<file path="src/hdl/att_pkg.sv">
// Package for the aircraft track table: command and status codes,
// configuration register indexes, field widths and the configuration struct.
// Has no dependencies.
package att_pkg;

	localparam int ADDR_W  = 24;
	localparam int DIST_W  = 16;
	localparam int TYPE_W  = 8;
	localparam int TIME_W  = 32;
	localparam int EXP_W   = 16;
	localparam int SLOT_W  = 5;
	localparam int CMD_W   = 3;
	localparam int STAT_W  = 3;
	localparam int CIDX_W  = 2;
	localparam int CDATA_W = 24;
	localparam int BKT_W   = 8;

	typedef enum logic [CMD_W-1:0] {
		CMD_IDENT = 3'd0,
		CMD_POS   = 3'd1,
		CMD_VEL   = 3'd2,
		CMD_MODES = 3'd3,
		CMD_SWEEP = 3'd4
	} att_cmd_t;

	typedef enum logic [STAT_W-1:0] {
		ST_IGNORED  = 3'd0,
		ST_FOUND    = 3'd1,
		ST_NEW      = 3'd2,
		ST_REPLACED = 3'd3,
		ST_EXPIRED  = 3'd4,
		ST_REFRESH  = 3'd5,
		ST_EMPTY    = 3'd6,
		ST_UNPOS    = 3'd7
	} att_status_t;

	localparam logic [CIDX_W-1:0] CFG_TYPE_FILTER = 2'd0;
	localparam logic [CIDX_W-1:0] CFG_FOLLOWED    = 2'd1;
	localparam logic [CIDX_W-1:0] CFG_EXPIRY      = 2'd2;

	localparam logic [TYPE_W-1:0] TF_OFF        = 8'd0;
	localparam logic [TYPE_W-1:0] TF_HEAVY_ONLY = 8'd254;
	localparam logic [TYPE_W-1:0] TF_NOT_HEAVY  = 8'd255;
	localparam logic [TYPE_W-1:0] HEAVY_LO      = 8'd10;
	localparam logic [TYPE_W-1:0] HEAVY_HI      = 8'd13;
	localparam logic [EXP_W-1:0]  EXPIRY_RESET  = 16'd30;
	localparam int                FREE_SHIFT    = 5;

	typedef struct packed {
		logic [TYPE_W-1:0] type_filter;
		logic [ADDR_W-1:0] followed_address;
		logic [EXP_W-1:0]  expiry_time;
	} att_cfg_t;

endpackage

</file>
<file path="src/hdl/att_bucket_ram.sv">
// Bucket head memory: 256 chain heads, one write and one registered read
// port, with a valid bit per entry so that reset needs no clearing pass.
// Depends on att_pkg.
module att_bucket_ram #(
	parameter int DATA_W = 5
) (
	input  logic                         clk,
	input  logic                         arst_n,
	input  logic [att_pkg::BKT_W-1:0]    rd_addr,
	output logic [DATA_W-1:0]            rd_data,
	input  logic                         wr_en,
	input  logic [att_pkg::BKT_W-1:0]    wr_addr,
	input  logic [DATA_W-1:0]            wr_data
);
	import att_pkg::*;

	localparam int DEPTH = 1 << BKT_W;

	logic [DATA_W-1:0] mem [DEPTH];
	logic [DEPTH-1:0]  valid_q;
	logic [DATA_W-1:0] rd_data_q;

	// An unwritten head reads as its reset value: bucket 0 holds slot 1.
	always_ff @(posedge clk or negedge arst_n) begin
		if (!arst_n) begin
			valid_q   <= '0;
			rd_data_q <= '0;
		end else begin
			if (wr_en) begin
				valid_q[wr_addr] <= 1'b1;
			end
			if (valid_q[rd_addr]) begin
				rd_data_q <= mem[rd_addr];
			end else begin
				rd_data_q <= DATA_W'(rd_addr == '0);
			end
		end
	end

	always_ff @(posedge clk) begin
		if (wr_en) begin
			mem[wr_addr] <= wr_data;
		end
	end

	assign rd_data = rd_data_q;

endmodule

</file>
<file path="config.mk">
export PLATFORM = sky130hd
export DESIGN_NAME = att_bucket_ram
export DESIGN_NICKNAME = d
export VERILOG_FILES = /design/src/hdl/att_pkg.sv /design/src/hdl/att_bucket_ram.sv
export SDC_FILE = /design/constraint.sdc
export NUM_CORES = 2
export LEC_CHECK = 0
export ABC_AREA = 1
export BUFFER_PORTS_ARGS = -buffer_cell sky130_fd_sc_hd__clkbuf_2
export CAP_MARGIN = 25
export CORE_ASPECT_RATIO = 0.5
export CORE_UTILIZATION = 30
export DETAILED_ROUTE_END_ITERATION = 10
export GPL_ROUTABILITY_DRIVEN = 0
export PLACE_DENSITY = 0.52
export SLEW_MARGIN = 20
export SYNTH_ARGS = -nofsm -noshare
export SYNTH_HDL_FRONTEND = slang
export SYNTH_SLANG_ARGS = --single-unit
</file>
<file path="constraint.sdc">
create_clock -name clk -period 1.89 [get_ports clk]
set_input_delay 0.378 -clock clk [delete_from_list [all_inputs] [get_ports clk]]
set_output_delay 0.378 -clock clk [all_outputs]
set_load 0.02 [all_outputs]
</file>
==> run_results.csv <==
group,metric,value,unit
outcome,status,"completed",
finish,nets,6610,
timing,max_slew.worst_pin.slew,0.615,ns
routing,first_pass_iters,6,
routing,drc,0,
setup_path,slowest_delay,0.49,ns
timing,drv_slew,0,
yosys,yosysTopAreaCell,"edfxtp_1",
routing,ant_nets,0,
timing,relSlewSlack,0.590,
routing,totalWireLength,204000,um
finish,fill_cells,20700,
global_routing,grt_pass1_vias,44900,
setup_path,cp_top_family,"flip-flops",
timing,fin_crit,1.86,ns
yosys,syn-num-nets,5999,
yosys,synth-edff-count,1280,
yosys,yosysSeqAreaShare,0.697,
yosys,synth_compound_area_frac,0.0804,
floorplanning,die_area,0.217,mm^2
setup_path,critical_path_required,1.51,ns
clock_network,clock_latency,0.80,ns
floorplanning,chipHeight,330,um
global_routing,track_usage,0.186,
setup_path,startpoint_type,"flip-flop",
floorplanning,start_util,0.304,
setup_path,end_kind,"primary output",
global_routing,grt_overflow,0,
yosys,ys_types,26,
power,ir_drop,906,uV
setup_path,cp_max_fo,1,
power,finalPower,74.9,mW
routing,drt_iter0_drc,4575,
floorplanning,coreArea,0.212,mm^2
yosys,synthFlopType,"edfxtp_1",
clock_network,cts_sinks,1541,
clock_network,cts_buffers,153,
routing,vias,46000,
yosys,syn_area_per_cell,10.8,um^2
yosys,synth.area.mux_share,0,
routing,wl_per_cell,21.3,um
floorplanning,pin_count,29,
setup_path,path_buf_inv,1,
yosys,synth-adder-area-share,0,
yosys,yosysMostFrequentCell,"edfxtp_1",
setup_path,setup.worst_path.class,"flip-flop to primary output",
setup_path,cp.arrival,1.48,ns
yosys,synth.yosys.warnings,0,
clock_network,root_buffer,"clkbuf_16",
yosys,async_flop_share,0.169,
yosys,synthSimpleGateAreaFrac,0.171,
yosys,synth_cells,5975,
timing,min_period_over_period,0.983,
clock_network,cts_max_path_buffers,3,
timing,fmax,0.538,GHz
global_routing,grt_max_degree,60,
yosys,synth_top_cell_area_share,0.596,
clock_network,path_clk_slew,0.06,ns
yosys,synth.area.top_cells,"edfxtp_1 60%, dfrtp_1 10%, nor2_1 7.0%",
timing,final.setup.tns,0,ns
yosys,syn_area,0.0645,mm^2
finish,antennaDiodeCount,0,
routing,vias_per_cell,4.81,
worst_hold_path,worstHoldPathType,"input port to flip-flop",
floorplanning,die_w,658,um
timing,fin_worst_skew,0.0236,ns
timing,hold_viol_final,0,
setup_path,path_cells,"clkbuf_8",
global_routing,antenna_found_initial,2,
yosys,synth_xor_area_frac,0,
yosys,ys_ff_latch,1541,
power,pwr_density_cell,937,mW/mm^2
clock_network,cts.htree.levels,4,
finish,area_growth,23.9,%
clock_network,cts_tree,"built",
yosys,ys_top_cells_by_count,"1280 x edfxtp_1, 1212 x nor2_1, 997 x nand2_1, 623 x o21ai_0, 407 x nand3_1",
run,drv_cap,0,
timing,hold_ws,0.0566,ns
finish,drive_gt1_frac,0.193,
global_routing,grt_pass1_wl,302000,um
timing,rsz0062_at_grt,"true",
placed_design,dpl.hpwl,134000,um
floorplanning,row_count,119,
power,p_leak,31.0,nW
timing,setup_viol,0,
placed_design,port_buffers,28,
yosys,synth_top_family_by_area,"simple AND/OR/NAND/NOR gates",
setup_path,critPathSlowestCell,"dfrtp_2",
==> cell usage in the layout, fill, tap and decap left out, types with 5 or more instances in the layout <==
cell type  count
buf_12       140
o22ai_1        6
clkbuf_2      13
o21ai_1      114
inv_1        337
edfxtp_1    1280
o211ai_1     131
clkbuf_8      15
bufinv_16     16
or2_2        109
nand2_1      958
buf_8          8
nor2_4        12
clkinv_2      21
clkbuf_16    164
nand3_1      367
or2_0          5
o21ai_0      608
nand3_2       37
buf_4        661
nand2_2       34
nor2_2        14
nor2_1      1188
a21oi_2        5
dfrtp_1      256
inv_2          8
a21oi_1       94
clkbuf_1      41
dfrtp_2        5
clkinv_1      28
==> path summary, 6_finish.rpt <==
path	slack, ns	to	cells after the start	startpoint
hold reg to reg	0.46	valid_q[103]	2	valid_q[103]
setup / recovery	0.03	rd_data[4]	1	rd_data[4]
hold / removal	0.06	mem[127][3]	1	wr_data[3]
min in group asynchronous	0.07	valid_q[118]	2	arst_n
max in group asynchronous	1.12	valid_q[162]	3	arst_n
setup reg to reg	0.08	rd_data[3]	12	mem[150][3]
==> registers in the layout, summed over array words and instances, names as in the netlist <==
signal and flops:
valid_q 256, mem 1280, rd_data 5
==> layer usage <==
layer	track usage	part of all wire
met3	0.0271	0.061
met1	0.264	0.46
met2	0.299	0.46
met5	0	0
met4	0.0522	0.025
==> repair_timing <==
action,4_1_cts,5_1_grt
hold endpoints to repair,298,0
pin swaps,5,38
cloned,0,1
hold buffers,4,0
setup buffers,0,1
gates resized for setup,45,120
endpoints found under the setup margin,10,6
==> worst register-to-register path, cell delays in order (launching register included) <==
cell and delay, ns:
edfxtp_1 0.34, or2_2 0.27, o21ai_0 0.08, a21oi_1 0.10
buf_4 0.15, nor2_2 0.14, nand2_1 0.07, nand3_1 0.13
nand3_2 0.09, nand2_2 0.10, nor2_4 0.08, nor2_1 0.10
nor2_1 0.05
==> power breakdown <==
group          internal [mW]  leakage [nW]  switching [mW]
Sequential              37.0          14.3           0.138
Clock                   18.4          2.53            13.4
Combinational           2.01          14.2            3.91
Total                   57.5          31.0            17.5
==> cell type report <==
cell class,count,area [um^2],area share
clock buffer,215,4380,0.0548
clock inverter,70,779,0.00975
inverter,353,1350,0.0169
multi-input combinational,3701,16800,0.210
sequential,1541,45000,0.562
tap,2843,3560,0.0445
timing repair buffer,836,8140,0.102
==> stage by stage <==
stage / setup slack (ns) / std cells / area [um^2] / util
6_report: 0.0325 / 9559 / 80000 / 0.377
5_1_grt: -0.00557 / 9559 / 80000 / 0.377
4_1_cts: -0.0471 / 9557 / 79500 / 0.375
3_5_place_dp: -1.12 / 9268 / 74200 / 0.350
3_3_place_gp: -1.17 / 9268 / 74200 / 0.350
2_1_floorplan: 0.0264 / 5975 / 64500 / -
==> logic make-up (layout without fill, tap and decap cells) <==
family,Yosys count,in the layout
AND/OR/NAND/NOR,2733,2733
flip-flops,1541,1541
buffers and inverters,733,1474
AO/OA/AOI/OAI,968,968
No activity file was read; power rests on OpenSTA's default activity.
