### config.mk
export PLATFORM = sky130hd
export DESIGN_NAME = att_seq
export DESIGN_NICKNAME = d
export VERILOG_FILES = /design/src/hdl/att_pkg.sv /design/src/hdl/att_seq.sv
export SDC_FILE = /design/constraint.sdc
export NUM_CORES = 2
export LEC_CHECK = 0
export BUFFER_PORTS_ARGS = -buffer_cell sky130_fd_sc_hd__clkbuf_2
export CORE_MARGIN = 4
export CORE_UTILIZATION = 40
export CTS_CLUSTER_DIAMETER = 120
export CTS_CLUSTER_SIZE = 28
export DETAILED_ROUTE_END_ITERATION = 16
export GPL_TIMING_DRIVEN = 0
export PLACE_DENSITY = 0.64
export SLEW_MARGIN = 30
export SYNTH_ARGS = -nofsm -noshare
export SYNTH_HDL_FRONTEND = slang
export SYNTH_SLANG_ARGS = --single-unit
export TNS_END_PERCENT = 5
### constraint.sdc
create_clock -name clk -period 8.75 [get_ports clk]
set_input_delay 0.4375 -clock clk [delete_from_list [all_inputs] [get_ports clk]]
set_output_delay 0.4375 -clock clk [all_outputs]
set_load 0.05 [all_outputs]
### src/hdl/att_pkg.sv
// Package for the aircraft track table: command and status codes,
// configuration register indexes, field widths and the configuration struct.
// Has no dependencies.
package att_pkg;

	localparam int ADDR_W  = 24;
	localparam int DIST_W  = 16;
	localparam int TYPE_W  = 8;
	localparam int TIME_W  = 32;
	localparam int EXP_W   = 16;
	localparam int SLOT_W  = 5;
	localparam int CMD_W   = 3;
	localparam int STAT_W  = 3;
	localparam int CIDX_W  = 2;
	localparam int CDATA_W = 24;
	localparam int BKT_W   = 8;

	typedef enum logic [CMD_W-1:0] {
		CMD_IDENT = 3'd0,
		CMD_POS   = 3'd1,
		CMD_VEL   = 3'd2,
		CMD_MODES = 3'd3,
		CMD_SWEEP = 3'd4
	} att_cmd_t;

	typedef enum logic [STAT_W-1:0] {
		ST_IGNORED  = 3'd0,
		ST_FOUND    = 3'd1,
		ST_NEW      = 3'd2,
		ST_REPLACED = 3'd3,
		ST_EXPIRED  = 3'd4,
		ST_REFRESH  = 3'd5,
		ST_EMPTY    = 3'd6,
		ST_UNPOS    = 3'd7
	} att_status_t;

	localparam logic [CIDX_W-1:0] CFG_TYPE_FILTER = 2'd0;
	localparam logic [CIDX_W-1:0] CFG_FOLLOWED    = 2'd1;
	localparam logic [CIDX_W-1:0] CFG_EXPIRY      = 2'd2;

	localparam logic [TYPE_W-1:0] TF_OFF        = 8'd0;
	localparam logic [TYPE_W-1:0] TF_HEAVY_ONLY = 8'd254;
	localparam logic [TYPE_W-1:0] TF_NOT_HEAVY  = 8'd255;
	localparam logic [TYPE_W-1:0] HEAVY_LO      = 8'd10;
	localparam logic [TYPE_W-1:0] HEAVY_HI      = 8'd13;
	localparam logic [EXP_W-1:0]  EXPIRY_RESET  = 16'd30;
	localparam int                FREE_SHIFT    = 5;

	typedef struct packed {
		logic [TYPE_W-1:0] type_filter;
		logic [ADDR_W-1:0] followed_address;
		logic [EXP_W-1:0]  expiry_time;
	} att_cfg_t;

endpackage

### src/hdl/att_seq.sv
// Sequencer of the aircraft track table: walks bucket chains one link per
// cycle, unlinks and links slots, ages entries and holds the result register.
// Depends on att_pkg and att_bucket_ram (connected by the top level).
module att_seq #(
	parameter int TABLE_DEPTH = 16
) (
	input  logic                              clk,
	input  logic                              arst_n,
	input  att_pkg::att_cfg_t                 cfg,
	input  logic                              in_valid,
	output logic                              in_ready,
	input  logic [att_pkg::CMD_W-1:0]         in_command,
	input  logic [att_pkg::ADDR_W-1:0]        in_address,
	input  logic [att_pkg::DIST_W-1:0]        in_distance,
	input  logic [att_pkg::TYPE_W-1:0]        in_type,
	input  logic                              in_latitude,
	input  logic [att_pkg::TIME_W-1:0]        in_now,
	output logic                              out_valid,
	input  logic                              out_ready,
	output logic [att_pkg::SLOT_W-1:0]        out_slot,
	output logic [att_pkg::STAT_W-1:0]        out_status,
	output logic                              out_visible,
	output logic [att_pkg::SLOT_W-1:0]        out_tracked,
	output logic [att_pkg::SLOT_W-1:0]        out_closest,
	output logic [att_pkg::BKT_W-1:0]         ram_rd_addr,
	input  logic [$clog2(TABLE_DEPTH+1)-1:0]  ram_rd_data,
	output logic                              ram_wr_en,
	output logic [att_pkg::BKT_W-1:0]         ram_wr_addr,
	output logic [$clog2(TABLE_DEPTH+1)-1:0]  ram_wr_data
);
	import att_pkg::*;

	localparam int SW = $clog2(TABLE_DEPTH + 1);
	localparam int IW = $clog2(TABLE_DEPTH);
	localparam int LIM_W = EXP_W + FREE_SHIFT;
	localparam logic [SW-1:0] DEPTH_S = SW'(TABLE_DEPTH);
	localparam logic [IW-1:0] LAST_I  = IW'(TABLE_DEPTH - 1);

	typedef enum logic [3:0] {
		S_IDLE, S_LK_RD, S_LK_HEAD, S_LK_STEP, S_UL_RD, S_UL_HEAD, S_UL_STEP,
		S_LN_RD, S_LN_WR, S_APPLY, S_SW_START, S_SW_EVAL, S_FIN
	} state_t;

	typedef enum logic {PH_MAIN, PH_FREE} phase_t;

	state_t            state_q;
	phase_t            phase_q;
	att_cmd_t          cmd_q;
	att_status_t       status_q;
	logic [ADDR_W-1:0] addr_q;
	logic [ADDR_W-1:0] key_q;
	logic [DIST_W-1:0] dist_q;
	logic [TYPE_W-1:0] atype_q;
	logic              lat_q;
	logic [TIME_W-1:0] now_q;
	logic [SW-1:0]     cur_q;
	logic [SW-1:0]     cnt_q;
	logic [SW-1:0]     s_q;
	logic [BKT_W-1:0]  b_q;
	logic [SW-1:0]     snext_q;

	logic [ADDR_W-1:0] eaddr_q [TABLE_DEPTH];
	logic [SW-1:0]     enext_q [TABLE_DEPTH];
	logic [TIME_W-1:0] etime_q [TABLE_DEPTH];
	logic [DIST_W-1:0] edist_q [TABLE_DEPTH];
	logic [TYPE_W-1:0] etype_q [TABLE_DEPTH];
	logic              epos_q  [TABLE_DEPTH];

	logic [SW-1:0]     occ_q;
	logic [IW-1:0]     sc_q;
	logic [DIST_W-1:0] far_dist_q;
	logic [ADDR_W-1:0] far_addr_q;
	logic [SW-1:0]     far_slot_q;
	logic [DIST_W-1:0] close_dist_q;
	logic [ADDR_W-1:0] close_addr_q;
	logic [SW-1:0]     close_slot_q;

	logic              ov_q;
	logic [SLOT_W-1:0] o_slot_q;
	logic [STAT_W-1:0] o_status_q;
	logic              o_vis_q;
	logic [SLOT_W-1:0] o_tracked_q;
	logic [SLOT_W-1:0] o_closest_q;

	logic [IW-1:0]     ridx;
	logic [ADDR_W-1:0] r_addr;
	logic [SW-1:0]     r_next;
	logic [TIME_W-1:0] r_time;
	logic [DIST_W-1:0] r_dist;
	logic [ADDR_W-1:0] new_addr;
	logic              cur_ok;
	logic              cnt_done;
	logic [LIM_W-1:0]  limit;
	logic              expired;
	logic [SW-1:0]     occ_dec;
	logic [SW-1:0]     occ_link;
	logic [IW-1:0]     sc_next;

	function automatic logic filter_pass(input logic [TYPE_W-1:0] t,
		input logic [TYPE_W-1:0] f);
		logic heavy;
		logic pass;
		heavy = (t >= HEAVY_LO) && (t <= HEAVY_HI);
		if (f == TF_OFF) begin
			pass = 1'b1;
		end else if (f == TF_HEAVY_ONLY) begin
			pass = (t != '0) && heavy;
		end else if (f == TF_NOT_HEAVY) begin
			pass = (t != '0) && !heavy;
		end else begin
			pass = (t == f);
		end
		return pass;
	endfunction

	always_comb begin
		ridx     = IW'(cur_q - SW'(1));
		r_addr   = eaddr_q[ridx];
		r_next   = enext_q[ridx];
		r_time   = etime_q[ridx];
		r_dist   = edist_q[ridx];
		new_addr = (cmd_q == CMD_SWEEP) ? '0 : addr_q;
		cur_ok   = (cur_q != '0) && (cur_q <= DEPTH_S);
		cnt_done = (cnt_q >= DEPTH_S);
		limit    = (occ_q < DEPTH_S) ? {cfg.expiry_time, FREE_SHIFT'(0)} : LIM_W'(cfg.expiry_time);
		expired  = {1'b0, now_q} > ({1'b0, r_time} + (TIME_W+1)'(limit));
		sc_next  = (sc_q == LAST_I) ? '0 : sc_q + IW'(1);
		occ_dec  = occ_q;
		if (new_addr == '0 && occ_q != '0) begin
			occ_dec = occ_q - SW'(1);
		end
		occ_link = occ_dec;
		if (r_addr == '0 && occ_dec < DEPTH_S) begin
			occ_link = occ_dec + SW'(1);
		end
	end

	always_comb begin
		ram_rd_addr = key_q[BKT_W-1:0];
		ram_wr_en   = 1'b0;
		ram_wr_addr = b_q;
		ram_wr_data = snext_q;
		unique case (state_q)
			S_UL_RD: ram_rd_addr = r_addr[BKT_W-1:0];
			S_LN_RD: ram_rd_addr = new_addr[BKT_W-1:0];
			S_UL_HEAD: ram_wr_en = (ram_rd_data == s_q);
			S_LN_WR: begin
				ram_wr_en   = 1'b1;
				ram_wr_addr = new_addr[BKT_W-1:0];
				ram_wr_data = s_q;
			end
			default: ram_rd_addr = key_q[BKT_W-1:0];
		endcase
	end

	always_ff @(posedge clk or negedge arst_n) begin
		if (!arst_n) begin
			state_q      <= S_IDLE;
			phase_q      <= PH_MAIN;
			cmd_q        <= CMD_IDENT;
			status_q     <= ST_IGNORED;
			addr_q       <= '0;
			key_q        <= '0;
			dist_q       <= '0;
			atype_q      <= '0;
			lat_q        <= 1'b0;
			now_q        <= '0;
			cur_q        <= '0;
			cnt_q        <= '0;
			s_q          <= '0;
			b_q          <= '0;
			snext_q      <= '0;
			for (int k = 0; k < TABLE_DEPTH; k++) begin
				eaddr_q[k] <= '0;
				enext_q[k] <= (k + 1 < TABLE_DEPTH) ? SW'(k + 2) : '0;
				etime_q[k] <= '0;
				edist_q[k] <= '0;
				etype_q[k] <= '0;
				epos_q[k]  <= 1'b0;
			end
			occ_q        <= '0;
			sc_q         <= '0;
			far_dist_q   <= '0;
			far_addr_q   <= '0;
			far_slot_q   <= '0;
			close_dist_q <= '1;
			close_addr_q <= '0;
			close_slot_q <= '0;
			ov_q         <= 1'b0;
			o_slot_q     <= '0;
			o_status_q   <= '0;
			o_vis_q      <= 1'b0;
			o_tracked_q  <= '0;
			o_closest_q  <= '0;
		end else begin
			if (ov_q && out_ready && state_q != S_FIN) begin
				ov_q <= 1'b0;
			end
			unique case (state_q)
				S_IDLE: begin
					if (in_valid) begin
						cmd_q   <= att_cmd_t'(in_command);
						addr_q  <= in_address;
						key_q   <= in_address;
						dist_q  <= in_distance;
						atype_q <= in_type;
						lat_q   <= in_latitude;
						now_q   <= in_now;
						phase_q <= PH_MAIN;
						if (in_command == CMD_SWEEP) begin
							state_q <= S_SW_START;
						end else if (in_command <= CMD_MODES && in_address != '0) begin
							state_q <= S_LK_RD;
						end else begin
							cur_q    <= '0;
							status_q <= ST_IGNORED;
							state_q  <= S_FIN;
						end
					end
				end
				S_LK_RD: state_q <= S_LK_HEAD;
				S_LK_HEAD: begin
					cur_q   <= ram_rd_data;
					cnt_q   <= '0;
					state_q <= S_LK_STEP;
				end
				S_LK_STEP: begin
					if (!cnt_done && cur_ok && r_addr == key_q) begin
						if (phase_q == PH_MAIN) begin
							status_q <= ST_FOUND;
							if (cmd_q == CMD_IDENT) begin
								etype_q[ridx] <= atype_q;
							end
							if (cmd_q == CMD_POS || cmd_q == CMD_MODES) begin
								state_q <= S_APPLY;
							end else begin
								state_q <= S_FIN;
							end
						end else begin
							s_q      <= cur_q;
							status_q <= ST_NEW;
							state_q  <= S_UL_RD;
						end
					end else if (!cnt_done && cur_ok) begin
						cur_q <= r_next;
						cnt_q <= cnt_q + SW'(1);
					end else if (phase_q == PH_MAIN) begin
						if (cmd_q == CMD_POS || cmd_q == CMD_MODES) begin
							key_q   <= '0;
							phase_q <= PH_FREE;
							state_q <= S_LK_RD;
						end else begin
							cur_q    <= '0;
							status_q <= ST_IGNORED;
							state_q  <= S_FIN;
						end
					end else begin
						occ_q <= DEPTH_S;
						if (dist_q < far_dist_q && far_slot_q != '0 && far_slot_q <= DEPTH_S) begin
							s_q        <= far_slot_q;
							cur_q      <= far_slot_q;
							far_dist_q <= '0;
							far_addr_q <= '0;
							far_slot_q <= '0;
							status_q   <= ST_REPLACED;
							state_q    <= S_UL_RD;
						end else begin
							cur_q    <= '0;
							status_q <= ST_IGNORED;
							state_q  <= S_FIN;
						end
					end
				end
				S_UL_RD: begin
					b_q     <= r_addr[BKT_W-1:0];
					snext_q <= r_next;
					state_q <= S_UL_HEAD;
				end
				S_UL_HEAD: begin
					if (ram_rd_data == s_q) begin
						state_q <= S_LN_RD;
					end else begin
						cur_q   <= ram_rd_data;
						cnt_q   <= '0;
						state_q <= S_UL_STEP;
					end
				end
				S_UL_STEP: begin
					if (!cnt_done && cur_ok) begin
						if (r_next == s_q) begin
							enext_q[ridx] <= snext_q;
							cur_q         <= s_q;
							state_q       <= S_LN_RD;
						end else begin
							cur_q <= r_next;
							cnt_q <= cnt_q + SW'(1);
						end
					end else begin
						cur_q   <= s_q;
						state_q <= S_LN_RD;
					end
				end
				S_LN_RD: state_q <= S_LN_WR;
				S_LN_WR: begin
					if (new_addr == '0) begin
						if (r_addr == far_addr_q) begin
							far_dist_q <= '0;
							far_addr_q <= '0;
							far_slot_q <= '0;
						end
						if (r_addr == close_addr_q) begin
							close_dist_q <= '1;
							close_addr_q <= '0;
							close_slot_q <= '0;
						end
					end
					occ_q         <= occ_link;
					eaddr_q[ridx] <= new_addr;
					enext_q[ridx] <= ram_rd_data;
					etime_q[ridx] <= '0;
					edist_q[ridx] <= '0;
					etype_q[ridx] <= '0;
					epos_q[ridx]  <= 1'b0;
					state_q       <= (cmd_q == CMD_SWEEP) ? S_FIN : S_APPLY;
				end
				S_APPLY: begin
					if (cmd_q == CMD_POS) begin
						epos_q[ridx]  <= lat_q;
						edist_q[ridx] <= dist_q;
						etime_q[ridx] <= filter_pass(etype_q[ridx], cfg.type_filter) ? now_q : '0;
					end else if (!epos_q[ridx]) begin
						etime_q[ridx] <= now_q;
					end
					state_q <= S_FIN;
				end
				S_SW_START: begin
					sc_q    <= sc_next;
					cur_q   <= SW'(sc_next) + SW'(1);
					state_q <= S_SW_EVAL;
				end
				S_SW_EVAL: begin
					if (r_addr == '0) begin
						status_q <= ST_EMPTY;
						state_q  <= S_FIN;
					end else if (expired) begin
						s_q      <= cur_q;
						status_q <= ST_EXPIRED;
						state_q  <= S_UL_RD;
					end else if (r_time == '0) begin
						status_q <= ST_UNPOS;
						state_q  <= S_FIN;
					end else begin
						if (r_dist > far_dist_q && r_addr != cfg.followed_address) begin
							far_dist_q <= r_dist;
							far_addr_q <= r_addr;
							far_slot_q <= cur_q;
						end else if (r_addr == far_addr_q && r_dist < far_dist_q) begin
							far_dist_q <= r_dist;
						end
						if (r_dist != '0 && r_dist < close_dist_q) begin
							close_dist_q <= r_dist;
							close_addr_q <= r_addr;
							close_slot_q <= cur_q;
						end else if (r_addr == close_addr_q && r_dist > close_dist_q) begin
							close_dist_q <= r_dist;
						end
						status_q <= ST_REFRESH;
						state_q  <= S_FIN;
					end
				end
				S_FIN: begin
					if (!ov_q || out_ready) begin
						ov_q        <= 1'b1;
						o_slot_q    <= SLOT_W'(cur_q);
						o_status_q  <= status_q;
						o_vis_q     <= cur_ok && (r_time != '0);
						o_tracked_q <= SLOT_W'(occ_q);
						o_closest_q <= (close_addr_q != '0) ? SLOT_W'(close_slot_q) : '0;
						state_q     <= S_IDLE;
					end
				end
				default: state_q <= S_IDLE;
			endcase
		end
	end

	assign in_ready    = (state_q == S_IDLE);
	assign out_valid   = ov_q;
	assign out_slot    = o_slot_q;
	assign out_status  = o_status_q;
	assign out_visible = o_vis_q;
	assign out_tracked = o_tracked_q;
	assign out_closest = o_closest_q;

endmodule

==> run metrics <==
DRT Pass-1 Iters=6; Post-Syn Area=76100 um2; met2 WL post-DR=121000 um; Top Layer Used=met5; final setup fails=15; register area share after synthesis=a little over half; I/O pin total=roughly 180; Post-Syn Instances=6799; register bit total from synthesis=roughly 1600; Max FO, Critical Path=10; failing checks=negative setup slack; Max Fclk=0.114 GHz; Placed Area=80900 um2; Final ANT Viol Nets=0; Worst Path Required=9.36 ns; top_reg_cell synth=dfrtp_1; Layout Nets=7471; synth top area cells=dfrtp_1 52%, mux4_2 12%, nand2_1 8.6%; met1 WL=98800 um; DRC=0; clk_skew=0.0557 ns; slowest CP cell=mux4_2; vias in the first global route=57600; Die H=444 um; most area-hungry cell type in the Yosys netlist=dfrtp_1; status=complete, but fails checks; Root Driver=clkbuf_16; setup_tns=-0.165 ns; CP Data Arrival Time=9.38 ns; initial core utilization=40.4%; Period minus WS final=8.77 ns; worst slew pin tran=1.08 ns; largest net degree at the start of global routing=87; Synth Net Count=7053; Syn. warnings=0; maxcap violations=0; Die Width=~440 um; clk slew on worst S/H paths=0.11 ns; Tcrit/Tclk final=100%; clk buf depth=3; cell area after layout=85000 um2; TritonCTS buffer count=69; via/cell ratio=5.90; critical path type=flip-flop to flip-flop; RSZ-0062 raised after global routing=true; CP endpoint kind=flip-flop; drt wl/cell=26.5 um; Post-synth EDFFs=0; Leak Pwr=37.7 nW; final setup margin=-0.0229 ns; Slew Limit Fails=0; CTS tree=built; worst path bufs/invs=16; Yosys cell types=75; Worst Hold Class=input port to flip-flop; Worst slew margin=between 20% and 30%; met3 WL post-DR=20500 um; global-route wire length before repair=385000 um; final WL=259000 um; gr ovfl total=0; Final Hold Fails=0; clock sink count=about 1600; CP Launch Type=flip-flop; Yosys top cell area share=52.3%; site row count=159; async set or reset register ratio after synthesis=100%; layout cells sized above 1=between 10% and 20%; Overall Global Routing Usage=26.0%; VDD IR max=0.280 mV; DRT iter0 DRCs=~6400; core area=188000 um2; RD Place Congestion=between 0.9 and 1; hpwl dp=192000 um; Die Footprint=197000 um2; CTS H-tree lvls=3; P&R area growth vs syn=11.7%; Via Count=57600; CP delay by family, top=compound AO/OA/AOI/OAI gates; worst skew pair latency=0.74 ns; max incr delay on CP=roughly 0.62 ns; initial antenna violation count=15; Syn Area/Cell=11.2 um2; Power Density=372 nW/um2; # fillers=17300; PortBufs=183
==> power breakdown <==
part,leakage [nW],internal [mW],switching [mW]
logic,16.5,6.69,10.0
clock network,0.946,1.53,2.48
registers,20.2,9.64,1.29
==> synthesized netlist by cell type (5+ instances only) <==
master       n
o21ai_0   1230
o21ai_1      5
and2_1      35
nand4_1     39
nand3_1     41
nor3_4      16
o31ai_1      6
clkbuf_1   401
o21a_1      12
nor3_1      17
or2_2        5
and3_1       8
mux2i_1     49
xnor2_1     97
ha_1       112
a21oi_1     62
a211o_1      5
buf_2       47
buf_1       11
nand2b_1    14
xor2_1      62
inv_1       56
a22o_1      30
dfrtp_1   1591
a31oi_1      5
a32oi_1     12
nor2_1     106
a311oi_1     5
and2_0       8
and4_1       8
nor2b_1     16
mux2_2     294
nor4_1      51
o211ai_1     7
a21o_1      26
dfstp_2     48
mux4_2     421
a211oi_1     8
o21bai_1     5
buf_6       14
buf_4       20
nand2_1   1741
==> worst min-delay path, delay by kind of cell <==
family | cells | cell delay, ns
AND/OR/NAND/NOR | 2 | 0.14
buffers and inverters | 1 | 0.14
==> area by class of cell <==
class	instances	area, um2	share of cell area [%]
Sequential cell	1639	41100	48.3
Multi-Input combinational cell	4610	33000	38.8
Tap cell	2495	3120	3.67
Timing Repair Buffer	351	2950	3.47
Buffer	490	2660	3.13
Clock buffer	92	1860	2.18
Inverter	56	214	0.252
Clock inverter	8	100	0.118
Antenna cell	14	35.0	0.0412
==> metal layers <==
metal / track usage (%) / vias to the layer above
met5: 0 / -
met4: 16.0 / 4
met3: 4.92 / 607
met2: 41.3 / 2571
met1: 33.2 / 29800
li1: - / 24600
==> cell usage in the layout, fill, tap and decap left out, types with 45 or more instances in the layout <==
| master | netlist | layout |
|---|---|---|
| buf_4 | 20 | 83 |
| clkbuf_16 | 0 | 82 |
| a21oi_1 | 62 | 60 |
| xnor2_1 | 97 | 95 |
| dlygate4sd3_1 | 0 | 69 |
| xor2_1 | 62 | 62 |
| mux2i_1 | 49 | 45 |
| nor4_1 | 51 | 50 |
| dfrtp_1 | 1591 | 1590 |
| ha_1 | 112 | 105 |
| o21ai_0 | 1230 | 1223 |
| nand2_1 | 1741 | 1739 |
| dfstp_2 | 48 | 48 |
| inv_1 | 56 | 55 |
| clkbuf_1 | 401 | 397 |
| clkbuf_2 | 0 | 193 |
| mux4_2 | 421 | 421 |
| nor2_1 | 106 | 103 |
| mux2_2 | 294 | 294 |
==> cells by family after synthesis <==
logic type / Yosys count / synth area share [%]
AOI/OAI and AO/OA: 1448 / 10.2
xor gates and xnor gates: 160 / 1.85
adders and majority gates: 113 / 1.87
buffers and inverters: 550 / 3.04
DFF: 1639 / 54.0
muxes: 766 / 17.5
and+or+nand+nor: 2123 / 11.6
==> path summary, 6_finish.rpt <==
check | startpoint | slack, ns | endpoint | cells past startpoint
max | cur_q[0] | -0.02 | close_addr_q[20] | 41
min | in_address[7] | 0.04 | addr_q[7] | 3
max reg2reg | cur_q[0] | -0.02 | close_addr_q[20] | 41
min reg2reg | eaddr_q[281] | 0.49 | eaddr_q[281] | 2
max in group asynchronous | arst_n | 5.29 | close_dist_q[2] | 10
min in group asynchronous | arst_n | 0.15 | etime_q[199] | 2
==> state kept, by name, summed over array words and instances (netlist names), 24 cells and up <==
name          cells
now_q            32
addr_q           24
etime_q         512
edist_q         256
close_addr_q     24
etype_q         128
eaddr_q         384
key_q            24
enext_q          80
far_addr_q       24
==> through the flow <==
stage          utilization [%]  worst slack (ns)  instances  hold slack, ns  total power [mW]
3_3_place_gp              42.5            -32.28       9477           0.456              25.6
5_1_grt                   45.1           -0.0440       9751          0.0262              33.2
4_1_cts                   44.9            0.0428       9716         0.00389              31.0
2_1_floorplan                -            0.0898       6799           0.142              20.4
6_report                  45.1           -0.0229       9755          0.0391              31.6
3_5_place_dp              43.0             -4.76       9504           0.344              26.0
==> repair_timing <==
action | CTS | global route
endpoints found under the setup margin | 920 | 95
pin swaps | 17 | 20
gates resized for setup | 147 | 31
hold buffers | 69 | 0
gates cloned | 0 | 1
endpoints found under the hold margin | 322 | 0
buffers inserted | 45 | 26
Power figures use the tool's default switching activity.
